### src/sobie_pkg.sv
// Shared types, widths and helpers for the sensitivity index estimator.
`default_nettype none
package sobie_pkg;

  localparam int unsigned DATA_W    = 24;
  localparam int unsigned MUL_W     = 25;
  localparam int unsigned PROD_W    = 50;
  localparam int unsigned SUM_A_W   = 40;
  localparam int unsigned SUM_ASQ_W = 60;
  localparam int unsigned SUM_W     = 62;
  localparam int unsigned CFG_W     = 13;
  localparam int unsigned OUT_W     = 21;
  localparam int unsigned DIVN_W    = 64;
  localparam int unsigned DIVD_W    = 48;
  localparam int unsigned NUM_W     = 49;
  localparam int unsigned RAT_W     = 24;

  localparam logic [0:0] REG_MODE = 1'b0;
  localparam logic [0:0] REG_MIN  = 1'b1;

  localparam logic [1:0] MODE_2002 = 2'd0;
  localparam logic [1:0] MODE_2007 = 2'd1;
  localparam logic [1:0] MODE_2010 = 2'd2;

  localparam logic [1:0] STATUS_OK   = 2'd0;
  localparam logic [1:0] STATUS_FEW  = 2'd1;
  localparam logic [1:0] STATUS_ZVAR = 2'd2;

  localparam logic [DIVN_W-1:0] Q_CLAMP = DIVN_W'(64'd1 << 22);
  localparam logic signed [RAT_W-1:0] Q_ONE   = 24'sd65536;
  localparam logic signed [RAT_W-1:0] OUT_MAX = 24'sd1048575;
  localparam logic signed [RAT_W-1:0] OUT_MIN = -24'sd1048576;

  typedef enum logic [2:0] {
    ST_IDLE, ST_MAC, ST_CHECK, ST_DIV_GO, ST_DIV_WAIT, ST_SQUARE, ST_VAR, ST_DONE
  } state_t;

  typedef enum logic [2:0] {
    DS_F0, DS_MSQ, DS_DY, DS_R1, DS_TN, DS_R2
  } dstep_t;

  typedef struct packed {
    logic busy;
    logic done;
  } div_stat_t;

  function automatic logic signed [OUT_W-1:0] sat_out(input logic signed [RAT_W-1:0] v);
    logic signed [RAT_W-1:0] r;
    if (v > OUT_MAX) r = OUT_MAX;
    else if (v < OUT_MIN) r = OUT_MIN;
    else r = v;
    return r[OUT_W-1:0];
  endfunction

endpackage
`default_nettype wire

### src/sobie_mul.sv
// Shared signed multiplier with registered product.
`default_nettype none
module sobie_mul
  import sobie_pkg::*;
(
  input  wire logic                     clk,
  input  wire logic signed [MUL_W-1:0]  a,
  input  wire logic signed [MUL_W-1:0]  b,
  output logic signed [PROD_W-1:0]      p
);

  logic signed [PROD_W-1:0] p_r;

  always_ff @(posedge clk) begin
    p_r <= a * b;
  end

  assign p = p_r;

endmodule
`default_nettype wire

### config.mk
export PLATFORM = sky130hd
export DESIGN_NAME = sobie_mul
export DESIGN_NICKNAME = d
export VERILOG_FILES = /design/src/sobie_pkg.sv /design/src/sobie_mul.sv
export SDC_FILE = /design/constraint.sdc
export NUM_CORES = 2
export LEC_CHECK = 0
export BUFFER_PORTS_ARGS = -buffer_cell sky130_fd_sc_hd__buf_2
export CORE_UTILIZATION = 45
export DETAILED_ROUTE_END_ITERATION = 8
export PLACE_DENSITY = 0.67
export SETUP_SLACK_MARGIN = 0.05
export SLEW_MARGIN = 40
export SYNTH_ARGS = -nofsm -noshare
export SYNTH_HDL_FRONTEND = slang
export SYNTH_SLANG_ARGS = --single-unit
### constraint.sdc
create_clock -name clk -period 9.8 [get_ports clk]
set_clock_uncertainty 0.1 [all_clocks]
set_input_delay 0.49 -clock clk [delete_from_list [all_inputs] [get_ports clk]]
set_output_delay 0.49 -clock clk [all_outputs]
set_load 0.01 [all_outputs]
==> impl_metrics.env <==
export IMPL_seqCellArea_sq_um=1001
export IMPL_die_w_um=233.1
export IMPL_criticalPathCategory="input port to flip-flop"
export IMPL_critPathLaunchType="input port"
export IMPL_max_slew_worst_pin_slew_ns=0.7333
export IMPL_synth_top_area_cell="fa_1"
export IMPL_die_area_sq_um=54310
export IMPL_place_gp_congestion=0.8968
export IMPL_crit_path_top_delay_cell="fa_1"
export IMPL_cts_resized=0
export IMPL_synth_cell_types=48
export IMPL_cts_root_buf="clkbuf_16"
export IMPL_grt_max_degree=27
export IMPL_async_flop_share_pct=0
export IMPL_ys_ff_latch=50
export IMPL_drc=0
export IMPL_synth_top_cell_area_share_pct=54.83
export IMPL_vias=16644
export IMPL_drive_gt1_share_pct=4.860
export IMPL_track_usage_pct=24.63
export IMPL_drtPass1Iterations=6
export IMPL_ant_nets=0
export IMPL_placedCellCount=3252
export IMPL_cts_hold_buf=0
export IMPL_rsz0062_at_grt="false"
export IMPL_cts_buffers=5
export IMPL_syn_nets=3412
export IMPL_yosysWarnings=0
export IMPL_largest_reg_flops=50
export IMPL_end_kind="flip-flop"
export IMPL_synth_edff_count=0
export IMPL_cts_sinks=50
export IMPL_htree_levels=2
export IMPL_hp_class="input port to flip-flop"
export IMPL_multi_input_area_sq_um=20010
export IMPL_rows=84
export IMPL_setup_tns_final_ns=0
export IMPL_postCtsSetupBuffers=0
export IMPL_layoutNonFillerInstCount=3260
export IMPL_finalCritPeriodShare_pct=81.31
export IMPL_antenna_cells=0
export IMPL_finalHoldViolCount=0
export IMPL_viasPerCell=5.106
export IMPL_cpMostUsedCell="fa_1"
export IMPL_synth_main_ff_cell="dfxtp_1"
export IMPL_boundaryPins=101
export IMPL_holdPathEnd="p[0]$_DFF_P_"
export IMPL_drv_cap=0
export IMPL_portBuffers=100
export IMPL_ys_seq_area_share_pct=4.167
export IMPL_clkTransAtPathRegs_ns=0.11
export IMPL_setup_violations=0
export IMPL_max_slew_margin_pct=51.11
export IMPL_whs_path_depth=2
export IMPL_fp_coreArea_sq_um=52660
export IMPL_fin_crit_ns=7.969
export IMPL_worstPathMaxFanout=25
export IMPL_cp_required_ns=9.96
export IMPL_fillers=4953
export IMPL_synthTopCellsByArea="fa_1 55%, inv_1 11%, and2_1 8.3%, ha_1 7.3%, nand2_1 4.8%"
export IMPL_finalWirelength_um=61710
export IMPL_grt_pass1_wl_um=101800
export IMPL_initialDrtViolationCount=813
export IMPL_die_h_um=233.1
export IMPL_path_cells="buf_2 > nand2_1 > inv_1 > fa_1 > inv_1 > fa_1 > inv_1 > fa_1 > fa_1 > fa_1 > fa_1 > inv_1 > fa_1 > inv_1 > ha_1 > a21o_1 > a21o_1 > a21oi_1 > o21bai_1 > a2bb2oi_1 > o41ai_2 > o41a_1 > xor2_1"
export IMPL_antenna_found_initial=6
export IMPL_max_freq_mhz=125.5
export IMPL_status="complete, no violations"
export IMPL_grt_pass1_vias=19168
export IMPL_min_from="b[0]"
export IMPL_tritoncts="done"
export IMPL_drv_slew=0
export IMPL_syn_mean_instance_area_sq_um=9.377
export IMPL_syn2layout_area_growth_pct=4.896
export IMPL_initial_utilization_pct=45.62
export IMPL_hpwl_um=49410
export IMPL_slowest_delay_ns=0.92
export IMPL_netlist_area_sq_um=24020
export IMPL_grt_overflow_total=0
export IMPL_syn_inst=2562
export IMPL_clockBufferDepth=2
export IMPL_wl_per_cell_um=18.93
export IMPL_finalNetCount=3421
export IMPL_arrival_ns=8.13
[layer usage]
metal / track usage [%] / vias up / part of all wire (%) / wire length [um]
met5: 0 / - / 0.076 / 47
met4: 7.618 / 8 / 2.9 / 1812
met3: 4.163 / 120 / 6.6 / 4090
li1: - / 7286 / - / -
met2: 43.24 / 570 / 51 / 31490
met1: 30.91 / 8660 / 39 / 24270
[cell type report]
| class | instances | area share [%] |
|---|---|---|
| Timing Repair Buffer | 106 | 2.165 |
| Multi-Input combinational cell | 1709 | 79.42 |
| Clock inverter | 3 | 0.1142 |
| Tap cell | 688 | 3.416 |
| Sequential cell | 50 | 3.972 |
| Inverter | 699 | 10.41 |
| Clock buffer | 5 | 0.4965 |
[synthesized netlist by cell type, types with 2 or more instances]
library cell	number
a211o_1	3
a211oi_1	3
a21boi_0	2
a21o_1	22
a21oi_1	43
a31oi_1	2
a41oi_1	2
and2_1	320
and3_1	2
clkbuf_1	104
dfxtp_1	50
fa_1	658
ha_1	141
inv_1	699
nand2_1	308
nand2b_1	11
nand3_1	6
nand4_1	8
nor2_1	30
nor2b_1	21
nor3_1	6
o21a_1	5
o21ai_0	19
o21ai_1	7
o21bai_1	7
o41ai_1	3
o41ai_2	2
or3_1	2
xnor2_1	39
xor2_1	19
[per-stage QoR]
stage          util [%]  setup WS, ns  cell area [sq um]  hold WS, ns
5_1_grt           47.86         1.591              25200       0.5921
3_3_place_gp      47.55         1.682              25040       0.7841
4_1_cts           47.86         1.897              25200       0.5650
2_1_floorplan         -         2.591              24020       0.5173
3_5_place_dp      47.56         1.540              25050       0.7845
6_report          47.86         1.831              25200       0.5977
[cell usage in the layout, fill, tap and decap left out, types with 2 or more instances in the layout]
| master | instances |
|---|---|
| o21a_1 | 5 |
| clkinv_4 | 2 |
| nand3_1 | 6 |
| o21ai_1 | 7 |
| xnor2_1 | 39 |
| a21o_1 | 22 |
| ha_1 | 141 |
| a211o_1 | 3 |
| fa_1 | 657 |
| a31oi_1 | 2 |
| nand2b_1 | 11 |
| a211oi_1 | 3 |
| o21ai_0 | 19 |
| inv_1 | 699 |
| clkbuf_16 | 5 |
| o41ai_1 | 3 |
| a21boi_0 | 2 |
| xor2_1 | 19 |
| buf_2 | 100 |
| nor2_1 | 30 |
| a21oi_2 | 2 |
| and3_1 | 2 |
| nor3_1 | 6 |
| o21bai_1 | 7 |
| nand2_1 | 308 |
| nor2b_1 | 21 |
| and2_1 | 320 |
| nand4_1 | 8 |
| a21oi_1 | 42 |
| or3_1 | 2 |
| a41oi_1 | 2 |
| buf_4 | 6 |
| dfxtp_1 | 50 |
| o41ai_2 | 2 |
[logic make-up after synthesis]
logic type / Yosys count / synth area share (%)
adder cells (fa/ha/maj): 799 / 62.18
AO/OA/AOI/OAI: 137 / 3.938
AND/OR/NAND/NOR: 714 / 15.01
buffers and inverters: 803 / 12.55
multiplexers: 1 / 0.04687
flip-flops: 50 / 4.167
XOR/XNOR: 58 / 2.115
[how the worst max path moves through the flow]
stage | startpoint | slack, ns | depth (start not counted) | to
after floorplan | a[24] | 2.59 | 24 | p[47]$_DFF_P_
after global placement | a[24] | 1.68 | 19 | p[49]$_DFF_P_
after detailed placement | a[24] | 1.54 | 23 | p[47]$_DFF_P_
after CTS | a[24] | 1.90 | 23 | p[47]$_DFF_P_
after global routing | a[24] | 1.59 | 23 | p[47]$_DFF_P_
final | a[24] | 1.83 | 23 | p[47]$_DFF_P_
[worst max-delay path, delay by kind of cell]
family / cells / cell delay [ns]
buffers and inverters: 6 / 0.91
AND/OR/NAND/NOR: 1 / 0.20
adder cells (fa/ha/maj): 8 / 4.90
XOR/XNOR: 1 / 0.15
AO/OA/AOI/OAI: 7 / 1.45
Power is not shown: default switching activity piles up to over one toggle a cycle in this logic, so the estimate is an artifact.
