$ cat src/sobie_pkg.sv
// Shared types, widths and helpers for the sensitivity index estimator.
`default_nettype none
package sobie_pkg;

  localparam int unsigned DATA_W    = 24;
  localparam int unsigned MUL_W     = 25;
  localparam int unsigned PROD_W    = 50;
  localparam int unsigned SUM_A_W   = 40;
  localparam int unsigned SUM_ASQ_W = 60;
  localparam int unsigned SUM_W     = 62;
  localparam int unsigned CFG_W     = 13;
  localparam int unsigned OUT_W     = 21;
  localparam int unsigned DIVN_W    = 64;
  localparam int unsigned DIVD_W    = 48;
  localparam int unsigned NUM_W     = 49;
  localparam int unsigned RAT_W     = 24;

  localparam logic [0:0] REG_MODE = 1'b0;
  localparam logic [0:0] REG_MIN  = 1'b1;

  localparam logic [1:0] MODE_2002 = 2'd0;
  localparam logic [1:0] MODE_2007 = 2'd1;
  localparam logic [1:0] MODE_2010 = 2'd2;

  localparam logic [1:0] STATUS_OK   = 2'd0;
  localparam logic [1:0] STATUS_FEW  = 2'd1;
  localparam logic [1:0] STATUS_ZVAR = 2'd2;

  localparam logic [DIVN_W-1:0] Q_CLAMP = DIVN_W'(64'd1 << 22);
  localparam logic signed [RAT_W-1:0] Q_ONE   = 24'sd65536;
  localparam logic signed [RAT_W-1:0] OUT_MAX = 24'sd1048575;
  localparam logic signed [RAT_W-1:0] OUT_MIN = -24'sd1048576;

  typedef enum logic [2:0] {
    ST_IDLE, ST_MAC, ST_CHECK, ST_DIV_GO, ST_DIV_WAIT, ST_SQUARE, ST_VAR, ST_DONE
  } state_t;

  typedef enum logic [2:0] {
    DS_F0, DS_MSQ, DS_DY, DS_R1, DS_TN, DS_R2
  } dstep_t;

  typedef struct packed {
    logic busy;
    logic done;
  } div_stat_t;

  function automatic logic signed [OUT_W-1:0] sat_out(input logic signed [RAT_W-1:0] v);
    logic signed [RAT_W-1:0] r;
    if (v > OUT_MAX) r = OUT_MAX;
    else if (v < OUT_MIN) r = OUT_MIN;
    else r = v;
    return r[OUT_W-1:0];
  endfunction

endpackage
`default_nettype wire

$ cat src/sobie_div.sv
// Restoring bit-serial unsigned divider, one quotient bit per cycle.
`default_nettype none
module sobie_div
  import sobie_pkg::*;
(
  input  wire logic              clk,
  input  wire logic              rst_n,
  input  wire logic              start,
  input  wire logic [DIVN_W-1:0] dividend,
  input  wire logic [DIVD_W-1:0] divisor,
  output div_stat_t              stat,
  output logic [DIVN_W-1:0]      quotient
);

  localparam int unsigned CNT_W = $clog2(DIVN_W);

  logic              busy_r, busy_nxt;
  logic              done_r, done_nxt;
  logic [CNT_W-1:0]  cnt_r, cnt_nxt;
  logic [DIVD_W-1:0] rem_r, rem_nxt;
  logic [DIVD_W-1:0] dvs_r, dvs_nxt;
  logic [DIVN_W-1:0] quo_r, quo_nxt;
  logic [DIVD_W:0]   trial;
  logic [DIVD_W:0]   diff;

  always_comb begin
    trial    = {rem_r, quo_r[DIVN_W-1]};
    diff     = trial - {1'b0, dvs_r};
    busy_nxt = busy_r;
    done_nxt = 1'b0;
    cnt_nxt  = cnt_r;
    rem_nxt  = rem_r;
    dvs_nxt  = dvs_r;
    quo_nxt  = quo_r;
    if (start) begin
      busy_nxt = 1'b1;
      cnt_nxt  = '0;
      rem_nxt  = '0;
      dvs_nxt  = divisor;
      quo_nxt  = dividend;
    end else if (busy_r) begin
      if (!diff[DIVD_W]) begin
        rem_nxt = diff[DIVD_W-1:0];
        quo_nxt = {quo_r[DIVN_W-2:0], 1'b1};
      end else begin
        rem_nxt = trial[DIVD_W-1:0];
        quo_nxt = {quo_r[DIVN_W-2:0], 1'b0};
      end
      cnt_nxt = cnt_r + 1'b1;
      if (cnt_r == CNT_W'(DIVN_W - 1)) begin
        busy_nxt = 1'b0;
        done_nxt = 1'b1;
      end
    end
  end

  always_ff @(posedge clk) begin
    if (!rst_n) begin
      busy_r <= 1'b0;
      done_r <= 1'b0;
      cnt_r  <= '0;
    end else begin
      busy_r <= busy_nxt;
      done_r <= done_nxt;
      cnt_r  <= cnt_nxt;
    end
    rem_r <= rem_nxt;
    dvs_r <= dvs_nxt;
    quo_r <= quo_nxt;
  end

  assign stat.busy = busy_r;
  assign stat.done = done_r;
  assign quotient  = quo_r;

endmodule
`default_nettype wire

$ cat config.mk
export PLATFORM = sky130hd
export DESIGN_NAME = sobie_div
export DESIGN_NICKNAME = d
export VERILOG_FILES = /design/src/sobie_pkg.sv /design/src/sobie_div.sv
export SDC_FILE = /design/constraint.sdc
export NUM_CORES = 1
export LEC_CHECK = 0
export BUFFER_PORTS_ARGS = -buffer_cell sky130_fd_sc_hd__buf_4
export CORE_MARGIN = 10
export CORE_UTILIZATION = 40
export CTS_CLUSTER_DIAMETER = 100
export DETAILED_ROUTE_END_ITERATION = 10
export GPL_TIMING_DRIVEN = 0
export PLACE_DENSITY_LB_ADDON = 0.25
export SLEW_MARGIN = 30
export SYNTH_ARGS = -nofsm -noshare
export SYNTH_HDL_FRONTEND = slang
export SYNTH_SLANG_ARGS = --single-unit
$ cat constraint.sdc
create_clock -name clk -period 4.55 [get_ports clk]
set_input_delay 0.6825 -clock clk [delete_from_list [all_inputs] [get_ports clk]]
set_output_delay 0.6825 -clock clk [all_outputs]
set_load 0.01 [all_outputs]
==> out/results.tsv, run 1 <==
metric	value	unit
clock power share	0.346	
Synth Cell Area	0.00963	mm2
num ports	181	
cts repair resizes	0	
Final setup viols	0	
first-pass GRT wire length	45000	um
share of power burned in registers	0.445	
top cells by count, synth	edfxtp_1 (112), nand2_1 (93), nor2_1 (76)	
Final period util	0.827	
layout cells sized above 1	0.297	
area delta synth->final	24.3	%
Worst-Margin Slew	0.965	ns
CTS Buf Count	17	
Clock Sinks	168	
filler cell count	2240	
Placed Area	0.0114	mm2
Leakage	4.97	nW
Synth area leaders	edfxtp_1 (35%), dfxtp_1 (12%), mux2_2 (7.4%), ha_1 (6.4%), nand2_1 (3.6%)	
number of synthesized flops with an enable pin	112	
clk_skew	0.0101	ns
Register Area	0.00448	mm2
routability cong.	0.919	
Max Transition Viols Final	0	
FMAX	0.266	GHz
Gate power share	0.209	
Power Dens Cells	345	mW/mm2
Seq/Total Area, Yosys	0.466	
CTS tree	done	
number of global-route vias before repair	8202	
H-tree Lvls	4	
RSZ-0062 raised after global routing	false	
Place WS	0.801	ns
Clock Latency Late Sink	0.44	ns
Finished Layout Cells	1455	
placed wire-length estimate	21400	um
cell taking the most area after synthesis	edfxtp_1	
routed wire length	28600	um
Arrival @ worst endpoint	4.12	ns
Most used DFF post-synth	edfxtp_1	
GR Util All Layers	0.184	
clk root buf	clkbuf_16	
worst-path fanout max	10	
clock tree buffer depth	2	
multi-input combinational cell area	0.00469	mm2
diode count	0	
crit path kind	reg -> reg	
count leader, synth	edfxtp_1	
post-synth top area share	0.349	
Fin. Hold Viols	0	
Hold WC Path Type	in -> reg	
Core Footprint	0.0236	mm2
Initial Utilization	0.408	
post-route ant nets	0	
clock-pin slew on the worst setup and hold paths	0.07	ns
Synth warnings	0	
First-pass DRT Iterations	5	
Final WS setup	0.785	ns
Die ar.	0.0307	mm2
Yosys reg bits	168	
total gr overflow	0	
Chip Width	175	um
Buffers on Ports	180	
Final Cell Area	0.0120	mm2
Syn Nets	1088	
Max-cap violations	0	
DR vias	7869	
status	finished clean	
P_sw	0.00124	W
post-CTS setup buffer count	0	
largest net degree at the start of global routing	50	
Unique masters post-synth	74	
Final nets	1288	
overall power	0.00413	W
max_slew headroom	0.354	
post-layout min period	3.76	ns
IR drop worst, VDD	0.000202	V
Mapped Cells	923	
post-DR vias/cell	5.41	
DRC Markers	0	
Final TNS setup	0	ns
placed cells	1423	
Pint	0.00289	W
Iteration-0 DRC Markers	406	
mean area per synthesized cell	10.4	um2
row cnt	56	
final routed wire length divided by cell count	19.6	um
initial antenna violation count	0	
die height	175	um
Critical Path RT	4.91	ns
type of origin of the critical path	register	
crit path capture type	register	
switch share	0.300	
FFs w/ async S/R, synth	0	
CTS Hold Buffers Added	0	
## cell type report
cell class,instances,area share
repair buffers,181,0.115
multi-input cells,650,0.392
inverters,60,0.0190
clock buffers,18,0.0358
well taps,319,0.0333
flip-flops and latches,168,0.374
plain buffers,45,0.0193
clock inverters,14,0.0113
## sequential cells by signal (all words and copies together) (netlist names)
name	count
quotient	64
dvs_r	48
rem_r	48
cnt_r	6
busy_r	1
done_r	1
## metal layers
| metal | vias to the layer above | share of wire | track usage | wire length [um] |
|---|---|---|---|---|
| met4 | 0 | 0.012 | 0.0434 | 354 |
| met3 | 28 | 0.12 | 0.0931 | 3320 |
| met2 | 297 | 0.45 | 0.291 | 12700 |
| met5 | - | 0 | 0 | 0 |
| met1 | 3759 | 0.43 | 0.220 | 12200 |
| li1 | 3785 | - | - | - |
## power groups by stage
stage                     Combinational, W  Sequential, W  Clock [W]
final                             0.000864        0.00184    0.00143
after global routing              0.000952        0.00186    0.00152
after CTS                         0.000863        0.00184    0.00146
after detailed placement          0.000860        0.00187          0
after global placement            0.000845        0.00187          0
after floorplan                   0.000511        0.00188          0
## path summary, 6_finish.rpt
check                            endpoint  depth (start not counted)  slack (ns)          from
worst max-delay path            rem_r[14]                         13        0.79  quotient[63]
worst min-delay path            dvs_r[12]                          1        0.41   divisor[12]
worst max register to register  rem_r[14]                         13        0.79  quotient[63]
worst min register to register   rem_r[9]                          2        0.47      rem_r[9]
## worst max-delay path, cell delays in order (launching register included)
cell,delay [ns]
edfxtp_1,0.43
inv_1,0.06
ha_1,0.22
fa_1,0.39
nand2b_1,0.16
a21oi_1,0.27
a21o_1,0.23
a21oi_1,0.15
o21bai_1,0.29
o41ai_2,0.13
nor2_2,0.33
clkbuf_1,0.60
nand2_1,0.15
a311oi_2,0.25
## per-stage QoR
stage          hold slack, ns  utilization
2_1_floorplan           0.443            -
3_3_place_gp            0.461        0.482
3_5_place_dp            0.463        0.483
4_1_cts                 0.397        0.507
5_1_grt                 0.390        0.507
6_report                0.414        0.507
## cells in the final DEF, fill, tap and decap left out, types with 17 or more instances in the layout
master and instances:
xnor2_1 25, o21ai_0 34, a21o_1 21, nand3_1 21, clkbuf_1 25, edfxtp_1 112
inv_1 58, clkbuf_16 17, a311oi_2 21, a21oi_1 65, nor2_1 76, buf_4 183
mux2_2 63, xor2_1 18, ha_1 49, nand2_1 93, dfxtp_1 56
## cells by family after synthesis
logic type,count (synthesis),synth area share
buffers and inverters,105,0.0474
adder cells (fa/ha/maj),50,0.0657
flip-flops,168,0.466
XOR/XNOR,43,0.0391
multiplexers,68,0.0790
AND/OR/NAND/NOR,259,0.123
AO/OA/AOI/OAI,230,0.180
(Power assumes the default switching activity.)
==> run 2, diff against run 1 <==
- ABC_AREA: not set -> 1
- clock period: 4.55 -> 3.7 ns (I/O delays scaled with it)
==> out/results.tsv, run 2 <==
metric	value	unit
status	finished clean	
initial antenna violation count	0	
CTS Hold Buffers Added	0	
IR drop worst, VDD	0.000400	V
post-DR vias/cell	4.60	
FMAX	0.340	GHz
row cnt	61	
total gr overflow	0	
Adder-Cell Fraction of Synth Area	0.0564	
Synth Cell Area	0.0112	mm2
Worst-Margin Slew	0.722	ns
Final period util	0.796	
clk_skew	0.0170	ns
worst reg2reg path endpoint	rem_r[24]	
largest family of logic cells by synthesized area	simple AND/OR/NAND/NOR gates	
Leakage	7.43	nW
Core Footprint	0.0277	mm2
Hold EP	dvs_r[29]	
type of origin of the critical path	register	
placed wire-length estimate	28200	um
Final nets	2061	
GR Util All Layers	0.199	
Slowest-stage cell, CP	fa_1	
Reg2Reg Depth	19	
Synth area leaders	edfxtp_1 (30%), nand2_1 (26%), inv_1 (11%), dfxtp_1 (10%), ha_1 (5.5%)	
Syn Nets	1861	
overall power	0.00473	W
number of global-route vias before repair	10400	
Register Area	0.00448	mm2
RSZ-0062 raised after global routing	false	
final routed wire length divided by cell count	15.2	um
FFs w/ async S/R, synth	0	
number of synthesized flops with an enable pin	112	
Clock Latency Late Sink	0.46	ns
Arrival @ worst endpoint	3.30	ns
Yosys reg bits	168	
Synth warnings	0	
Unique masters post-synth	35	
max_slew headroom	0.519	
first-pass GRT wire length	55600	um
Chip Width	187	um
H-tree Lvls	4	
Max stage delay on crit path	0.42	ns
num ports	181	
worst-path fanout max	10	
cts repair resizes	0	
DRC Markers	0	
Seq/Total Area, Yosys	0.400	
Mapped Cells	1696	
Critical Path RT	4.05	ns
Hold WC Path Type	in -> reg	
Initial Utilization	0.405	
post-synthesis mux area share	0	
post-CTS setup buffer count	0	
post-route ant nets	0	
Buffers on Ports	180	
Synth Area in XOR/XNOR	0.0203	
post-synth top area share	0.300	
flop2flop setup slack	0.76	ns
top cells by count, synth	nand2_1 (769), inv_1 (335), edfxtp_1 (112)	
die height	187	um
hold slack	0.264	ns
count leader, synth	nand2_1	
mean area per synthesized cell	6.62	um2
Clock Sinks	168	
routability cong.	0.942	
layout cells sized above 1	0.134	
Final TNS setup	0	ns
First-pass DRT Iterations	5	
CTS Buf Count	17	
post-synthesis simple-gate area fraction	0.367	
placed cells	2255	
diode count	0	
hold path startpoint	divisor[29]	
routed wire length	34700	um
Worst Hold Depth	1	
Most used DFF post-synth	edfxtp_1	
most common cell after layout, fill and taps aside	nand2_1	
cell taking the most area after synthesis	edfxtp_1	
worst-path cell chain	inv_1 -> ha_1 -> fa_1 -> inv_1 -> nand2_1 -> nand2_1 -> nand3_1 -> nand2_1 -> nand2_1 -> nand2_2 -> nand2_2 -> nand3_2 -> nand2_1 -> nand2_2 -> buf_6 -> buf_6 -> nand2_1 -> nand3_1 -> nand2_1	
Fin. Hold Viols	0	
Max-cap violations	0	
area delta synth->final	21.8	%
clock-pin slew on the worst setup and hold paths	0.08	ns
Max Transition Viols Final	0	
most used cell, CP	nand2_1	
filler cell count	2859	
FF-to-FF Start	quotient[63]	
DR vias	10500	
clk root buf	clkbuf_16	
largest net degree at the start of global routing	54	
Finished Layout Cells	2287	
Place WS	0.729	ns
post-synthesis compound-gate area fraction	0.0272	
multi-input combinational cell area	0.00528	mm2
crit path kind	reg -> reg	
Final WS setup	0.757	ns
Largest register FFs	64	
CTS tree	done	
crit path capture type	register	
Iteration-0 DRC Markers	792	
Power Dens Cells	346	mW/mm2
post-layout min period	2.94	ns
leading cell types in the layout, fill and taps excluded	nand2_1 (769), inv_1 (334), buf_4 (182)	
Die ar.	0.0351	mm2
clock tree buffer depth	2	
Final setup viols	0	
[run 2: cell count changes after synthesis, sizes merged, moves of 27 or more]
cell	previous run	this run
a21oi	71	35
o21ai	44	17
nand3	21	91
nand2	93	786
mux2	64	0
nor2	77	112
inv	60	338
[run 2: layer usage]
layer | wire length, um | vias to the layer above | part of all wire | global-route usage
li1 | - | 5523 | - | -
met1 | 15100 | 4657 | 0.43 | 0.245
met2 | 15300 | 310 | 0.44 | 0.317
met3 | 3730 | 33 | 0.11 | 0.0766
met4 | 612 | 0 | 0.018 | 0.0609
met5 | 0 | - | 0 | 0
[run 2: worst max path at each step]
stage,startpoint,to,slack [ns],depth (start not counted)
after floorplan,start,quotient[0],1.20,3
after global placement,start,quotient[49],-0.58,4
after detailed placement,start,quotient[48],0.73,5
after CTS,quotient[63],rem_r[24],0.78,19
after global routing,quotient[63],rem_r[1],0.53,18
final,quotient[63],rem_r[24],0.76,19
[run 2: power breakdown]
group	internal [W]	leakage (nW)	total, W	switching, W
logic	0.000285	5.56	0.000683	0.000397
clock network	0.000967	0.289	0.00183	0.000866
registers	0.00215	1.58	0.00221	0.0000666
[run 2: metrics by stage]
| step | instance area [um2] | utilization |
|---|---|---|
| finish | 13700 | 0.493 |
| detailed placement | 13100 | 0.472 |
| global placement | 13000 | 0.471 |
| CTS | 13700 | 0.493 |
| global route | 13700 | 0.493 |
| floorplan | 11200 | - |
[run 2: critical path, delay by kind of cell (launching register included)]
kind | cells | cell delay (ns)
fa+ha+maj | 2 | 0.64
buf+inv | 4 | 0.51
flops | 1 | 0.34
simple gates | 13 | 1.36
[run 2: cell families after synthesis]
family	count (synthesis)
buf+inv	373
simple gates	1022
flops	168
xor+xnor	26
fa+ha+maj	50
compound gates	57
[run 2: layout make-up]
class | count | area share
Tap cell | 378 | 0.0346
Multi-Input combinational cell | 1155 | 0.387
Sequential cell | 168 | 0.328
Timing Repair Buffer | 181 | 0.100
Buffer | 35 | 0.0135
Inverter | 338 | 0.0930
Clock buffer | 17 | 0.0311
Clock inverter | 15 | 0.0126
